===== src/rtl/core/mlbc_pkg.sv =====
`default_nettype none
// ----------------------------------------------------------------------------
// mlbc_pkg
// Shared types, constants and helpers for the multi-LED blink controller.
// ----------------------------------------------------------------------------
package mlbc_pkg;

   localparam int LED_NUM   = 8;
   localparam int TIME_BITS = 16;
   localparam int IDX_W     = (LED_NUM > 1) ? $clog2(LED_NUM) : 1;
   localparam int CSR_IDX_W = 1;

   localparam logic [TIME_BITS-1:0] TIME_MAX = {TIME_BITS{1'b1}};

   typedef logic [TIME_BITS-1:0] time_type;
   typedef logic [IDX_W-1:0]     idx_type;

   typedef enum logic [2:0] {
      CMD_SET_LEVEL = 3'd0,
      CMD_ON        = 3'd1,
      CMD_OFF       = 3'd2,
      CMD_TOGGLE    = 3'd3,
      CMD_BLINK     = 3'd4,
      CMD_TICK      = 3'd5
   } cmd_type;

   typedef enum logic [1:0] {
      MODE_OFF   = 2'd0,
      MODE_ON    = 2'd1,
      MODE_TOG   = 2'd2,
      MODE_BLINK = 2'd3
   } mode_type;

   typedef enum logic [CSR_IDX_W-1:0] {
      CSR_ON_POLARITY  = 1'd0,
      CSR_TICK_STEP_MS = 1'd1
   } csr_idx_type;

   // One LED's stored context
   typedef struct packed {
      mode_type mode;
      logic     lit;
      time_type remaining;
      time_type lit_time;
      time_type dark_time;
   } entry_type;

   // Result of one update step
   typedef struct packed {
      logic      we;
      logic      pin_we;
      logic      pin_val;
      entry_type entry;
   } upd_type;

   function automatic time_type clamp_time(input logic [15:0] t);
      logic [31:0] w;
      w = 32'(t);
      if (w > 32'(TIME_MAX)) begin
         return TIME_MAX;
      end
      return w[TIME_BITS-1:0];
   endfunction

   // Pin level that lights LED idx; LEDs past the mask light on level 1
   function automatic logic lit_level(input logic [7:0] pol, input idx_type idx);
      if (32'(idx) >= 8) begin
         return 1'b1;
      end
      return pol[3'(idx)];
   endfunction

endpackage
`default_nettype wire


===== src/rtl/core/mlbc_led_upd.sv =====
`default_nettype none
// ----------------------------------------------------------------------------
// mlbc_led_upd
// Next-state logic for one LED entry: applies a command or one tick step.
// ----------------------------------------------------------------------------
module mlbc_led_upd (
   input  wire mlbc_pkg::cmd_type   op,
   input  wire mlbc_pkg::entry_type ent,
   input  wire logic                level,
   input  wire logic                lit_lvl,
   input  wire mlbc_pkg::time_type  on_time,
   input  wire mlbc_pkg::time_type  dark_ms,
   input  wire logic [7:0]          step,
   output mlbc_pkg::upd_type        upd
);
   import mlbc_pkg::*;

   time_type rem_sub;

   always_comb begin
      rem_sub = (ent.remaining > TIME_BITS'(step))
                ? ent.remaining - TIME_BITS'(step) : '0;

      upd.we      = 1'b0;
      upd.pin_we  = 1'b0;
      upd.pin_val = 1'b0;
      upd.entry   = ent;

      case (op)
         CMD_SET_LEVEL: begin
            upd.pin_we  = 1'b1;
            upd.pin_val = level;
         end
         CMD_ON: begin
            upd.we         = 1'b1;
            upd.entry.mode = MODE_ON;
            upd.pin_we     = 1'b1;
            upd.pin_val    = lit_lvl;
         end
         CMD_OFF: begin
            upd.we         = 1'b1;
            upd.entry.mode = MODE_OFF;
            upd.pin_we     = 1'b1;
            upd.pin_val    = ~lit_lvl;
         end
         CMD_TOGGLE: begin
            upd.we         = 1'b1;
            upd.entry.mode = MODE_TOG;
            upd.pin_we     = 1'b1;
            upd.pin_val    = ent.lit ? ~lit_lvl : lit_lvl;
            upd.entry.lit  = ~ent.lit;
         end
         CMD_BLINK: begin
            upd.we              = 1'b1;
            upd.entry.mode      = MODE_BLINK;
            upd.entry.lit       = 1'b1;
            upd.entry.remaining = on_time;
            upd.entry.lit_time  = on_time;
            upd.entry.dark_time = dark_ms;
            upd.pin_we          = 1'b1;
            upd.pin_val         = lit_lvl;
         end
         CMD_TICK: begin
            if (ent.mode == MODE_BLINK) begin
               upd.we              = 1'b1;
               upd.entry.remaining = rem_sub;
               if (rem_sub == '0) begin
                  upd.pin_we = 1'b1;
                  if (ent.lit) begin
                     upd.pin_val = ~lit_lvl;
                     if (ent.dark_time == '0) begin
                        // single blink done
                        upd.entry.mode = MODE_OFF;
                     end else begin
                        upd.entry.remaining = ent.dark_time;
                        upd.entry.lit       = 1'b0;
                     end
                  end else begin
                     upd.pin_val         = lit_lvl;
                     upd.entry.remaining = ent.lit_time;
                     upd.entry.lit       = 1'b1;
                  end
               end
            end
         end
         default: begin
         end
      endcase
   end

endmodule
`default_nettype wire


===== src/rtl/core/multi_led_blink_controller_top.sv =====
`default_nettype none
// ----------------------------------------------------------------------------
// multi_led_blink_controller_top
// Per-LED on/off/toggle/blink control with a shared tick, context in RAM.
// ----------------------------------------------------------------------------
// A request is taken when start is high and busy is low; each request yields
// exactly one response, shown for a single cycle with rsp_valid high, and the
// receiver cannot stall it. The context RAM read is issued at the accept edge.
// Set level, on, off, toggle and blink pass through ST_CMD (the update step)
// and then ST_RESP, which puts the strobe up; a tick walks all LED_NUM
// entries through the context RAM one per cycle in ST_TICK, then goes to
// ST_RESP. Requests with an unused command code or an LED index out of range
// go straight from idle to ST_RESP.
// busy stays high through the response cycle, so the next request can be
// taken in the cycle after the strobe. CSR writes are expected while idle.
// ----------------------------------------------------------------------------
module multi_led_blink_controller_top (
   input  wire logic        clock,
   input  wire logic        reset,
   // request channel
   input  wire logic        start,
   output logic             busy,
   input  wire logic [2:0]  req_command,
   input  wire logic [2:0]  req_led,
   input  wire logic        req_level,
   input  wire logic [15:0] req_on_time_ms,
   input  wire logic [15:0] req_off_time_ms,
   // configuration
   input  wire logic        csr_write_en,
   input  wire logic [mlbc_pkg::CSR_IDX_W-1:0] csr_index,
   input  wire logic [7:0]  csr_data,
   // response channel
   output logic             rsp_valid,
   output logic [7:0]       rsp_pin_levels,
   output logic [7:0]       rsp_blinking
);
   import mlbc_pkg::*;

   typedef enum logic [1:0] {
      ST_IDLE,
      ST_CMD,
      ST_TICK,
      ST_RESP
   } state_type;

   state_type state_ff, state_in;
   idx_type   idx_ff, idx_in;
   cmd_type   cmd_ff, cmd_in;
   logic      level_ff, level_in;
   time_type  on_ff, on_in;
   time_type  off_ff, off_in;

   logic [7:0] polarity_ff;
   logic [7:0] step_ff;

   logic [LED_NUM-1:0] pin_ff, pin_in;
   logic [LED_NUM-1:0] blink_ff, blink_in;

   // Context RAM; valid bits stand in for the reset value of each entry
   entry_type          ctx_mem [LED_NUM];
   logic [LED_NUM-1:0] valid_ff;
   entry_type          rd_data_ff;
   logic               rd_valid_ff;
   entry_type          rd_entry;

   cmd_type   op;
   upd_type   upd;
   logic      in_range;
   logic      upd_active;
   logic      last_idx;

   assign in_range   = 32'(req_led) < LED_NUM;
   assign rd_entry   = rd_valid_ff ? rd_data_ff : '0;
   assign op         = (state_ff == ST_TICK) ? CMD_TICK : cmd_ff;
   assign upd_active = (state_ff == ST_CMD) || (state_ff == ST_TICK);
   assign last_idx   = (idx_ff == IDX_W'(LED_NUM - 1));

   mlbc_led_upd u_upd (
      .op       (op),
      .ent      (rd_entry),
      .level    (level_ff),
      .lit_lvl  (lit_level(polarity_ff, idx_ff)),
      .on_time  (on_ff),
      .dark_ms  (off_ff),
      .step     (step_ff),
      .upd      (upd)
   );

   // Next-state logic
   always_comb begin
      state_in = state_ff;
      idx_in   = idx_ff;
      cmd_in   = cmd_ff;
      level_in = level_ff;
      on_in    = on_ff;
      off_in   = off_ff;
      pin_in   = pin_ff;
      blink_in = blink_ff;

      if (upd_active) begin
         if (upd.pin_we) begin
            pin_in[idx_ff] = upd.pin_val;
         end
         if (upd.we) begin
            blink_in[idx_ff] = (upd.entry.mode == MODE_BLINK);
         end
      end

      case (state_ff)
         ST_IDLE: begin
            if (start) begin
               cmd_in   = cmd_type'(req_command);
               level_in = req_level;
               on_in    = clamp_time(req_on_time_ms);
               off_in   = clamp_time(req_off_time_ms);
               if (cmd_type'(req_command) == CMD_TICK) begin
                  idx_in   = '0;
                  state_in = ST_TICK;
               end else if (req_command <= 3'(CMD_BLINK) && in_range) begin
                  idx_in   = IDX_W'(req_led);
                  state_in = ST_CMD;
               end else begin
                  state_in = ST_RESP;
               end
            end
         end
         ST_CMD: begin
            state_in = ST_RESP;
         end
         ST_TICK: begin
            // read of the next entry overlaps the write-back of this one
            if (last_idx) begin
               state_in = ST_RESP;
            end else begin
               idx_in = idx_ff + IDX_W'(1);
            end
         end
         ST_RESP: begin
            state_in = ST_IDLE;
         end
         default: begin
            state_in = ST_IDLE;
         end
      endcase
   end

   // FSM, request latch, CSR and pin/blink registers
   always_ff @(posedge clock) begin
      if (reset) begin
         state_ff    <= ST_IDLE;
         pin_ff      <= '0;
         blink_ff    <= '0;
         polarity_ff <= 8'hFF;
         step_ff     <= 8'd10;
      end else begin
         state_ff <= state_in;
         pin_ff   <= pin_in;
         blink_ff <= blink_in;
         if (csr_write_en) begin
            case (csr_idx_type'(csr_index))
               CSR_ON_POLARITY:  polarity_ff <= csr_data;
               CSR_TICK_STEP_MS: step_ff     <= csr_data;
               default: begin
               end
            endcase
         end
      end
      idx_ff   <= idx_in;
      cmd_ff   <= cmd_in;
      level_ff <= level_in;
      on_ff    <= on_in;
      off_ff   <= off_in;
   end

   // Valid bits per RAM entry
   always_ff @(posedge clock) begin
      if (reset) begin
         valid_ff    <= '0;
         rd_valid_ff <= 1'b0;
      end else begin
         rd_valid_ff <= valid_ff[idx_in];
         if (upd_active && upd.we) begin
            valid_ff[idx_ff] <= 1'b1;
         end
      end
   end

   // Context RAM: one write, one registered read per cycle
   always_ff @(posedge clock) begin
      if (upd_active && upd.we) begin
         ctx_mem[idx_ff] <= upd.entry;
      end
      rd_data_ff <= ctx_mem[idx_in];
   end

   assign busy           = (state_ff != ST_IDLE);
   assign rsp_valid      = (state_ff == ST_RESP);
   assign rsp_pin_levels = 8'(pin_ff);
   assign rsp_blinking   = 8'(blink_ff);

endmodule
`default_nettype wire


===== config.mk =====
export PLATFORM = sky130hd
export DESIGN_NAME = multi_led_blink_controller_top
export DESIGN_NICKNAME = d
export VERILOG_FILES = /design/src/rtl/core/mlbc_pkg.sv /design/src/rtl/core/mlbc_led_upd.sv /design/src/rtl/core/multi_led_blink_controller_top.sv
export SDC_FILE = /design/constraint.sdc
export NUM_CORES = 1
export LEC_CHECK = 0
export BUFFER_PORTS_ARGS = -buffer_cell sky130_fd_sc_hd__buf_4
export CAP_MARGIN = 30
export CORE_AREA = 2 2 228 230
export DETAILED_ROUTE_END_ITERATION = 8
export DIE_AREA = 0 0 230 232
export PLACE_DENSITY = 0.72
export REMOVE_ABC_BUFFERS = 1
export SYNTH_ARGS = -nofsm -noshare
export SYNTH_HDL_FRONTEND = slang
export SYNTH_SLANG_ARGS = --single-unit

===== constraint.sdc =====
create_clock -name clock -period 5.9 [get_ports clock]
set_input_delay 0.59 -clock clock [delete_from_list [all_inputs] [get_ports clock]]
set_output_delay 0.59 -clock clock [all_outputs]
set_load 0.03 [all_outputs]

==> flow_summary.json, run 1 <==
{
  "status": "finished clean",
  "yosys.area.top_type": "edfxtp_1",
  "cts_max_level": 2,
  "final_core_util_pct": 50.7,
  "clock-root-buffer": "clkbuf_16",
  "cts_setup_buffers": 0,
  "internal-power_mw": 8.80,
  "pwr-share-clk_pct": 24.0,
  "ys_ff_latch": 541,
  "grt_pass1_wl_um": 88000,
  "post-place-ws_ns": 0.988,
  "die-width_um": 230,
  "cts_buffers": 53,
  "syn_area_mm2": 0.0227,
  "p_leak_nw": 9.35,
  "area_delta_synth_final_pct": 13.4,
  "ant_nets": 0,
  "antenna_cells": 0,
  "first_pass_iters": 5,
  "nets": 2159,
  "cts.path.max_buffers": 3,
  "switching_power_mw": 5.97,
  "synthSimpleGateAreaFrac_pct": 20.6,
  "cts_sinks": 541,
  "arrival_ns": 5.36,
  "skew_ns": 0.0357,
  "hp-class": "input port to register",
  "grt_pass1_vias": 15500,
  "rsz0062_at_grt": "false",
  "io_pins": 70,
  "dieHeight_um": 232,
  "drv_slew": 0,
  "cts_resized": 0,
  "vias": 16000,
  "synth_top_cell_area_share_pct": 58.6,
  "fillers": 4418,
  "stdcell_count": 2822,
  "yosysMostFrequentCell": "nand2_1",
  "synth_top_family_by_area": "simple AND/OR/NAND/NOR gates",
  "drt_iter0_markers": 1444,
  "hold_violations": 0,
  "combPwrFrac_pct": 38.6,
  "setup_tns_ns": 0,
  "criticalPathCategory": "register to register",
  "finalPower_mw": 14.8,
  "timing.final.crit_share_pct": 86.0,
  "holdWs_ns": 0.131,
  "placed_cells_incl_taps": 2722,
  "maxCapViolations": 0,
  "io_buffers": 69,
  "cp-start-kind": "register",
  "seqPwrFrac_pct": 37.4,
  "synth_xor_area_share_pct": 0.534,
  "power_density_mw_per_mm2": 573,
  "synthMuxAreaShare_pct": 0.534,
  "grt_max_degree": 209,
  "fmax_mhz": 197,
  "std_cell_rows": 83,
  "design.die.area_mm2": 0.0534,
  "wire_per_inst_um": 20.1,
  "switching_share_pct": 40.4,
  "worstSkewPairLatency_ns": 0.63,
  "drc": 0,
  "ys_types": 82,
  "endpoint_kind": "register",
  "drive_above_1_share_pct": 10.3,
  "postSynthAreaPerCell_um2": 10.9,
  "wl_um": 56800,
  "viasPerCell": 5.68,
  "fin_crit_ns": 5.07,
  "yosysSeqAreaShare_pct": 67.2,
  "cts_hold_buffers": 0,
  "ir_drop_uv": 768,
  "synth_edf_count": 444,
  "tightestPinTransition_ns": 1.29,
  "relSlewSlack_pct": 13.9,
  "synthCells": 2078,
  "final_cell_area_mm2": 0.0258,
  "dpl_cell_area_mm2": 0.0239,
  "ys_top_cells_by_area": "edfxtp_1 59%, nand2_1 10%, dfxtp_1 8.5%, nand3_1 6.2%, o21ai_0 2.4%",
  "core_mm2": 0.0509,
  "start_util_pct": 44.7,
  "yosys-top-cells-count": "618 x nand2_1, 444 x edfxtp_1, 280 x nand3_1",
  "grt.total_usage_pct": 21.2,
  "place.gp.congestion": 0.851,
  "finalSetupViolCount": 0,
  "clkTransAtPathRegs_ns": 0.06,
  "antenna_found_initial": 0,
  "fin_ws_ns": 0.826,
  "crit_fanout": 54,
  "dp.final_hpwl_um": 32000,
  "grt_overflow": 0,
  "synth_top_flop_cell": "edfxtp_1",
  "yosysWarnings": 0,
  "synthArstFlopShare_pct": 0,
  "cp.required_ns": 6.19,
  "tritoncts": "yes",
  "synthAdderAreaFrac_pct": 0.583,
  "synth_compound_area_share_pct": 7.86
}
## kinds of logic (layout without fill, tap and decap cells)
logic type	Yosys count	count (layout)
AND/OR/NAND/NOR	1072	1072
flip-flops	541	541
multiplexers	12	12
AO/OA/AOI/OAI	276	276
XOR/XNOR	13	13
buffers and inverters	154	218
adder cells (fa/ha/maj)	10	10
## placed cells by master, fill, tap and decap left out, types with 4 or more instances in the layout
master / count
nand2_1: 618
edfxtp_1: 444
nand3_1: 280
o21ai_0: 111
dfxtp_1: 96
buf_4: 91
nor2_1: 54
clkbuf_16: 53
a21oi_1: 51
nor3_1: 25
inv_1: 21
nand2b_1: 16
clkinv_2: 15
nand3b_1: 13
nor2b_1: 12
o221ai_1: 12
o211ai_1: 11
mux2i_1: 11
clkbuf_1: 11
a21o_1: 10
o22ai_1: 9
ha_1: 9
nand4_1: 8
o21a_1: 8
a31oi_1: 8
a211oi_1: 8
bufinv_16: 8
and2_1: 7
xnor2_1: 7
and3_1: 6
nor4_1: 5
xor2_1: 5
clkbuf_8: 5
a311oi_1: 4
clkinvlp_4: 4
## critical path: stages, from the launching register on
cell and delay (ns):
dfxtp_4 0.79, nand2_1 0.16, ha_1 0.25, inv_1 0.12, fa_1 0.29, nor2_1 0.07
nor4_1 0.32, nor2_1 0.16, a2111oi_0 0.46, o211ai_1 0.14, nor3_1 0.39, a41oi_4 0.21
nand2b_4 0.38, o211a_1 0.31, nor3_1 0.68
## worst paths after layout
kind	start	to	slack [ns]	cells past startpoint
setup reg to reg	rd_valid_ff	ctx_mem[1][48]	0.83	14
setup / recovery	rd_valid_ff	ctx_mem[1][48]	0.83	14
hold reg to reg	step_ff[4]	step_ff[4]	0.46	2
hold / removal	req_off_time_ms[8]	off_ff[8]	0.13	1
## state kept, by name, indices dropped and copies added (netlist names)
name and cells:
ctx_mem 408, rsp_blinking 8, valid_ff 8, cmd_ff 3, polarity_ff 8, rd_valid_ff 1, step_ff 8, off_ff 16
on_ff 16, state_ff 2, rsp_pin_levels 8, idx_ff 3, level_ff 1, rd_data_ff 51
## power groups by stage
stage,sequential (mW),combinational [mW],clock (mW)
floorplan,5.43,3.36,0
global placement,5.57,5.47,0
detailed placement,5.58,5.64,0
CTS,5.51,5.67,3.58
global route,5.57,6.30,3.74
finish,5.53,5.70,3.54
## metal layers
metal | vias up | GRT usage (%) | wire length, um
met3 | 139 | 3.45 | 4220
met5 | - | 0 | 0
met1 | 7761 | 27.7 | 22800
met2 | 679 | 35.7 | 27900
li1 | 7460 | - | -
met4 | 0 | 7.92 | 1920
## final cells by class
class | instances | area [um^2] | area share [%]
Multi-Input combinational cell | 1383 | 6930 | 26.9
Sequential cell | 541 | 15300 | 59.3
Timing Repair Buffer | 95 | 771 | 2.99
Clock inverter | 31 | 422 | 1.64
Clock buffer | 69 | 1440 | 5.57
Inverter | 23 | 92.6 | 0.359
Tap cell | 680 | 851 | 3.30
(Power assumes the default switching activity.)
==> run 2, diff against run 1 <==
ABC_AREA = 1   (was unset)
CORE_AREA = 2 2 226 228   (was 2 2 228 230)
DIE_AREA = 0 0 228 230   (was 0 0 230 232)
clock period = 4.35 ns   (was 5.9 ns; I/O delays follow)
==> run 2 against run 1 <==
Effect of this change: synthesized area down 2.2%; sequential power up 31%; largest power group unchanged; non-clock buffer count increased by 43; combinational power is 53% higher; clock power is 35% higher; largest cell class unchanged; worst setup slack got worse by 0.44 ns; count of clock-buffer cells in the layout fell by 2; utilization is 1.1 points higher; critical path type unchanged; routed wire length fell by 0.80%; synthesized cell count fell by 2.5%.
==> flow_summary.json, run 2 <==
{
  "crit_cells": 19,
  "synth_edf_count": 444,
  "synthCells": 2026,
  "crit_fanout": 19,
  "cts_sinks": 541,
  "postSynthAreaPerCell_um2": 11.0,
  "vias": 15800,
  "rsz0062_at_grt": "false",
  "tightestPinTransition_ns": 0.990,
  "crit_chain": "nand2_1 > inv_1 > ha_1 > inv_1 > o21bai_1 > a21oi_4 > nand2_1 > nand2_1 > nand2_2 > inv_2 > nor2_1 > nor2_1 > nand2_1 > nor2_1 > nand2_4 > nor2_4 > nand2_1 > nand3_1 > nand3_1",
  "cp.required_ns": 4.60,
  "io_buffers": 69,
  "wl_um": 56400,
  "tritoncts": "yes",
  "antenna_cells": 0,
  "yosys-top-cells-count": "444 x edfxtp_1, 405 x nand2_1, 380 x nor2_1",
  "first_pass_iters": 6,
  "ant_nets": 0,
  "yosysWarnings": 0,
  "finalSetupViolCount": 0,
  "drt_iter0_markers": 1739,
  "cts.path.max_buffers": 3,
  "fin_crit_ns": 3.96,
  "drv_slew": 0,
  "yosysMostFrequentCell": "edfxtp_1",
  "post-place-ws_ns": 0.253,
  "hold_violations": 0,
  "dp.final_hpwl_um": 33200,
  "place.gp.congestion": 0.895,
  "ys_ff_latch": 541,
  "skew_ns": 0.0462,
  "reg2reg_depth": 19,
  "criticalPathCategory": "register to register",
  "io_pins": 70,
  "regMostFlops": "ctx_mem",
  "ys_top_cells_by_area": "edfxtp_1 60%, dfxtp_1 8.7%, nand2_1 6.8%, nor2_1 6.4%, o32ai_1 4.0%",
  "synthArstFlopShare_pct": 0,
  "grt_pass1_wl_um": 86800,
  "start_util_pct": 44.6,
  "antenna_found_initial": 2,
  "design.die.area_mm2": 0.0524,
  "core_mm2": 0.0499,
  "grt.total_usage_pct": 21.2,
  "relSlewSlack_pct": 34.0,
  "yosysSeqAreaShare_pct": 68.7,
  "yosys.area.top_type": "edfxtp_1",
  "viasPerCell": 5.59,
  "critPathBufInv": 3,
  "cpPeakStageDelay_ns": 0.59,
  "wire_per_inst_um": 20.0,
  "cp-start-kind": "register",
  "p_leak_nw": 9.58,
  "area_delta_synth_final_pct": 16.1,
  "dieHeight_um": 230,
  "top_regs": "ctx_mem (408), rd_data_ff (51)",
  "cts_setup_buffers": 0,
  "status": "finished clean",
  "drc": 0,
  "clkTransAtPathRegs_ns": 0.06,
  "arrival_ns": 4.21,
  "most-common-layout-cells": "444 x edfxtp_1, 404 x nand2_1, 380 x nor2_1",
  "ys_types": 48,
  "fin_ws_ns": 0.387,
  "timing.final.crit_share_pct": 91.1,
  "grt_overflow": 0,
  "maxCapViolations": 0,
  "clock-root-buffer": "clkbuf_16",
  "std_cell_rows": 82,
  "grt_pass1_vias": 15400,
  "cp_common_cell": "nand2_1",
  "drive_above_1_share_pct": 10.5,
  "hold_depth": 1,
  "power_density_mw_per_mm2": 803,
  "final_cell_area_mm2": 0.0258,
  "cts_buffers": 52,
  "die-width_um": 228,
  "synth_top_cell_area_share_pct": 59.9,
  "endpoint_kind": "register",
  "cts_max_level": 2,
  "nets": 2169,
  "critPathTopFamily": "simple AND/OR/NAND/NOR gates",
  "dpl_cell_area_mm2": 0.0237,
  "worstSkewPairLatency_ns": 0.62,
  "final_common_cell": "edfxtp_1",
  "crit_slowest_cell": "dfxtp_2",
  "hp-class": "input port to register",
  "fmax_mhz": 252,
  "synth_top_flop_cell": "edfxtp_1",
  "ir_drop_uv": 735,
  "grt_max_degree": 117,
  "syn_area_mm2": 0.0222,
  "largest_register_ffs": 408
}
run 2: cell types whose count changed in the layout (fill, tap and decap cells not counted), sizes merged, moves of 31 or more:
cell / change
nor2: +325
nand2: -211
nand3: -189
o32ai: +100
inv: +71
o21ai: +58
dlygate4sd3: +31
run 2: logic make-up (layout without fill, tap and decap cells):
| kind of cell | Yosys count | in the layout | share of synthesized area [%] |
|---|---|---|---|
| adder cells (fa/ha/maj) | 10 | 10 | 0.596 |
| flip-flops | 541 | 541 | 68.7 |
| buffers and inverters | 207 | 332 | 3.78 |
| AO/OA/AOI/OAI | 354 | 354 | 10.4 |
| XOR/XNOR | 5 | 5 | 0.197 |
| AND/OR/NAND/NOR | 909 | 909 | 16.3 |
run 2: cell type report:
class	instances	area, um^2
clock buffers	67	1440
clock inverters	31	402
fillers	4258	24000
inverters	96	368
multi-input cells	1278	6140
flip-flops and latches	541	15300
well taps	672	841
repair buffers	138	1350
run 2: what timing repair did:
action / CTS / global route
endpoints found under the hold margin: 31 / 0
gates resized for setup: 0 / 1
endpoints found under the setup margin: 0 / 104
hold buffers: 31 / 0
run 2: per-stage QoR:
stage               setup TNS, ns  std cells  hold WS, ns  utilization [%]  power (mW)
global placement                0       2692        0.444             47.4        15.6
finish                          0       2823       0.0269             51.8        20.7
CTS                             0       2823      0.00530             51.8        20.7
floorplan                 -252.81       1915        0.429                -        12.2
detailed placement              0       2694        0.450             47.4        15.9
global route                    0       2823       0.0156             51.8        22.0
run 2: worst paths after layout:
check	startpoint	end	slack, ns
min	req_on_time_ms[3]	on_ff[3]	0.03
max	rd_valid_ff	ctx_mem[1][44]	0.39
min reg2reg	valid_ff[3]	valid_ff[3]	0.46
max reg2reg	rd_valid_ff	ctx_mem[1][44]	0.39
run 2: where the power goes:
| part | internal, mW | total (mW) | switching, mW |
|---|---|---|---|
| clock | 2.82 | 4.77 | 1.94 |
| sequential | 6.85 | 7.25 | 0.408 |
| combinational | 2.58 | 8.70 | 6.12 |
run 2: layer usage:
metal / up-vias / wire [um] / track usage, %
met2: 614 / 27500 / 35.9
met4: 2 / 1590 / 7.92
met5: - / 15 / 0
li1: 7310 / - / -
met1: 7758 / 23400 / 27.9
met3: 109 / 3820 / 2.90
==> run 3, diff against run 2 <==
clock period = 3.2 ns   (was 4.35 ns; I/O delays follow)
==> run 3 against run 2 <==
Effect of this change: sequential power increased by 36%; final cell count increased by 3.0%; combinational power increased by 53%; register-to-register slack got worse by 0.29 ns; die area unchanged; sequential share of layout area decreased by 2.9 points; worst setup slack got worse by 0.29 ns; non-clock buffer count increased by 83; count of clock-buffer cells in the layout increased by 4; hold slack improved by 0.18 ns; clock power increased by 39%; first-iteration DRC count decreased by 14%; critical path type unchanged; highest routed layer is now met4.
==> flow_summary.json, run 3 (synthesized netlist as in run 2, its figures left out) <==
{
  "crit_chain": "buf_4 > nand2_4 > inv_2 > buf_4 > ha_1 > inv_1 > nand2_1 > nand2_2 > nor2_1 > nor2_1 > nand2_2 > nand2_4 > nand2_1 > nand2_1 > nand3_2 > nand4_1 > nor2_4 > nand2_4 > nor2_4 > clkbuf_16 > nand2_1 > nand3_1 > nand3_2",
  "final_common_cell": "edfxtp_1",
  "seqCellArea_mm2": 0.0153,
  "cpPeakStageDelay_ns": 0.40,
  "drive_above_1_share_pct": 16.7,
  "critPathBufInv": 5,
  "top_regs": "ctx_mem (408), rd_data_ff (51)",
  "area_delta_synth_final_pct": 22.1,
  "worstSkewPairLatency_ns": 0.61,
  "most-common-layout-cells": "444 x edfxtp_1, 383 x nand2_1, 370 x nor2_1",
  "hp-class": "input port to register",
  "largest_register_ffs": 408,
  "crit_slowest_cell": "dfxtp_4",
  "cp.required_ns": 3.51,
  "vias": 16000,
  "crit_fanout": 8,
  "clkTransAtPathRegs_ns": 0.06,
  "grt_pass1_wl_um": 87500,
  "final_core_util_pct": 54.4,
  "ant_nets": 0,
  "timing.final.crit_share_pct": 96.9,
  "antenna_cells": 0,
  "cts_max_level": 2,
  "fin_crit_ns": 3.10,
  "grt_max_degree": 93,
  "io_pins": 70,
  "core_mm2": 0.0499,
  "ir_drop_uv": 902,
  "status": "finished clean",
  "cp-start-kind": "register",
  "cts.path.max_buffers": 3,
  "criticalPathCategory": "register to register",
  "first_pass_iters": 6,
  "skew_ns": 0.0204,
  "tightestPinTransition_ns": 0.939,
  "cp_common_cell": "nand2_1",
  "grt_pass1_vias": 15700,
  "tritoncts": "yes",
  "hold_violations": 0,
  "grt.total_usage_pct": 21.4,
  "placed_cells_incl_taps": 2757,
  "place.gp.congestion": 0.892,
  "clock-root-buffer": "clkbuf_16",
  "cts_sinks": 541,
  "drt_iter0_markers": 1495,
  "p_leak_nw": 10.2,
  "dieHeight_um": 230,
  "wl_um": 57200,
  "wire_per_inst_um": 19.7,
  "start_util_pct": 44.6,
  "nets": 2254,
  "antenna_found_initial": 0,
  "stdcell_count": 2909,
  "endpoint_kind": "register",
  "io_buffers": 69,
  "power_density_mw_per_mm2": 1100,
  "drc": 0,
  "fillers": 4154,
  "arrival_ns": 3.41,
  "viasPerCell": 5.51,
  "regMostFlops": "ctx_mem",
  "cts_buffers": 53,
  "maxCapViolations": 0,
  "relSlewSlack_pct": 36.7,
  "std_cell_rows": 82,
  "grt_overflow": 0,
  "rsz0062_at_grt": "true",
  "design.die.area_mm2": 0.0524,
  "drv_slew": 0,
  "fmax_mhz": 322,
  "dp.final_hpwl_um": 33500,
  "critPathTopFamily": "simple AND/OR/NAND/NOR gates",
  "die-width_um": 228,
  "multi_input_area_mm2": 0.00661,
  "finalSetupViolCount": 0
}
run 3: layout make-up:
class	count	area share (%)
flip-flops and latches	541	56.3
clock inverters	29	1.51
repair buffers	221	8.00
clock buffers	71	5.39
well taps	672	3.10
inverters	96	1.38
multi-input cells	1279	24.3
run 3: path summary, 6_finish.rpt:
kind,slack [ns],start,to,cells after the start
worst min-delay path,0.21,csr_index,polarity_ff[7],4
worst max-delay path,0.1,rd_valid_ff,ctx_mem[2][34],23
worst max register to register,0.1,rd_valid_ff,ctx_mem[2][34],23
worst min register to register,0.47,valid_ff[7],valid_ff[7],1
run 3: stage by stage:
| step | hold WS [ns] | power (mW) | instance area (um^2) | worst slack [ns] | TNS, ns |
|---|---|---|---|---|---|
| 4_1_cts | 0.163 | 29.3 | 26600 | 0.00117 | 0 |
| 6_report | 0.209 | 29.8 | 27100 | 0.0986 | 0 |
| 3_3_place_gp | 0.441 | 22.1 | 24200 | -0.0581 | -4.24 |
| 3_5_place_dp | 0.456 | 22.5 | 24200 | -0.176 | -14.75 |
| 5_1_grt | 0.212 | 31.5 | 27100 | -0.0521 | -2.93 |
| 2_1_floorplan | 0.399 | 15.6 | 21800 | -5.93 | -908.79 |
run 3: routing by layer:
layer	GRT usage, %	routed length, um	part of all wire (%)	vias up
met5	0	0	0	-
met4	8.01	1800	3.2	0
met3	3.44	3890	6.8	109
met2	36.5	28100	49	611
met1	27.6	23400	41	7820
li1	-	-	-	7503
run 3: report_power, final:
part,switching [mW],internal [mW]
registers,0.542,9.31
logic,8.79,4.51
clock network,2.65,3.96
total,12.0,17.8
run 3: repair_timing:
action,CTS,global route
gates resized for setup,14,99
setup buffers,0,4
endpoints found under the setup margin,144,169
cloned,0,3
hold buffers,45,0
hold endpoints to repair,50,0
pin swaps,0,8
run 3: worst register-to-register path: cells and delay by family, from the launching register on:
family	cells	cell delay [ns]
flops	1	0.40
buf+inv	5	0.53
fa+ha+maj	1	0.13
simple gates	17	1.73
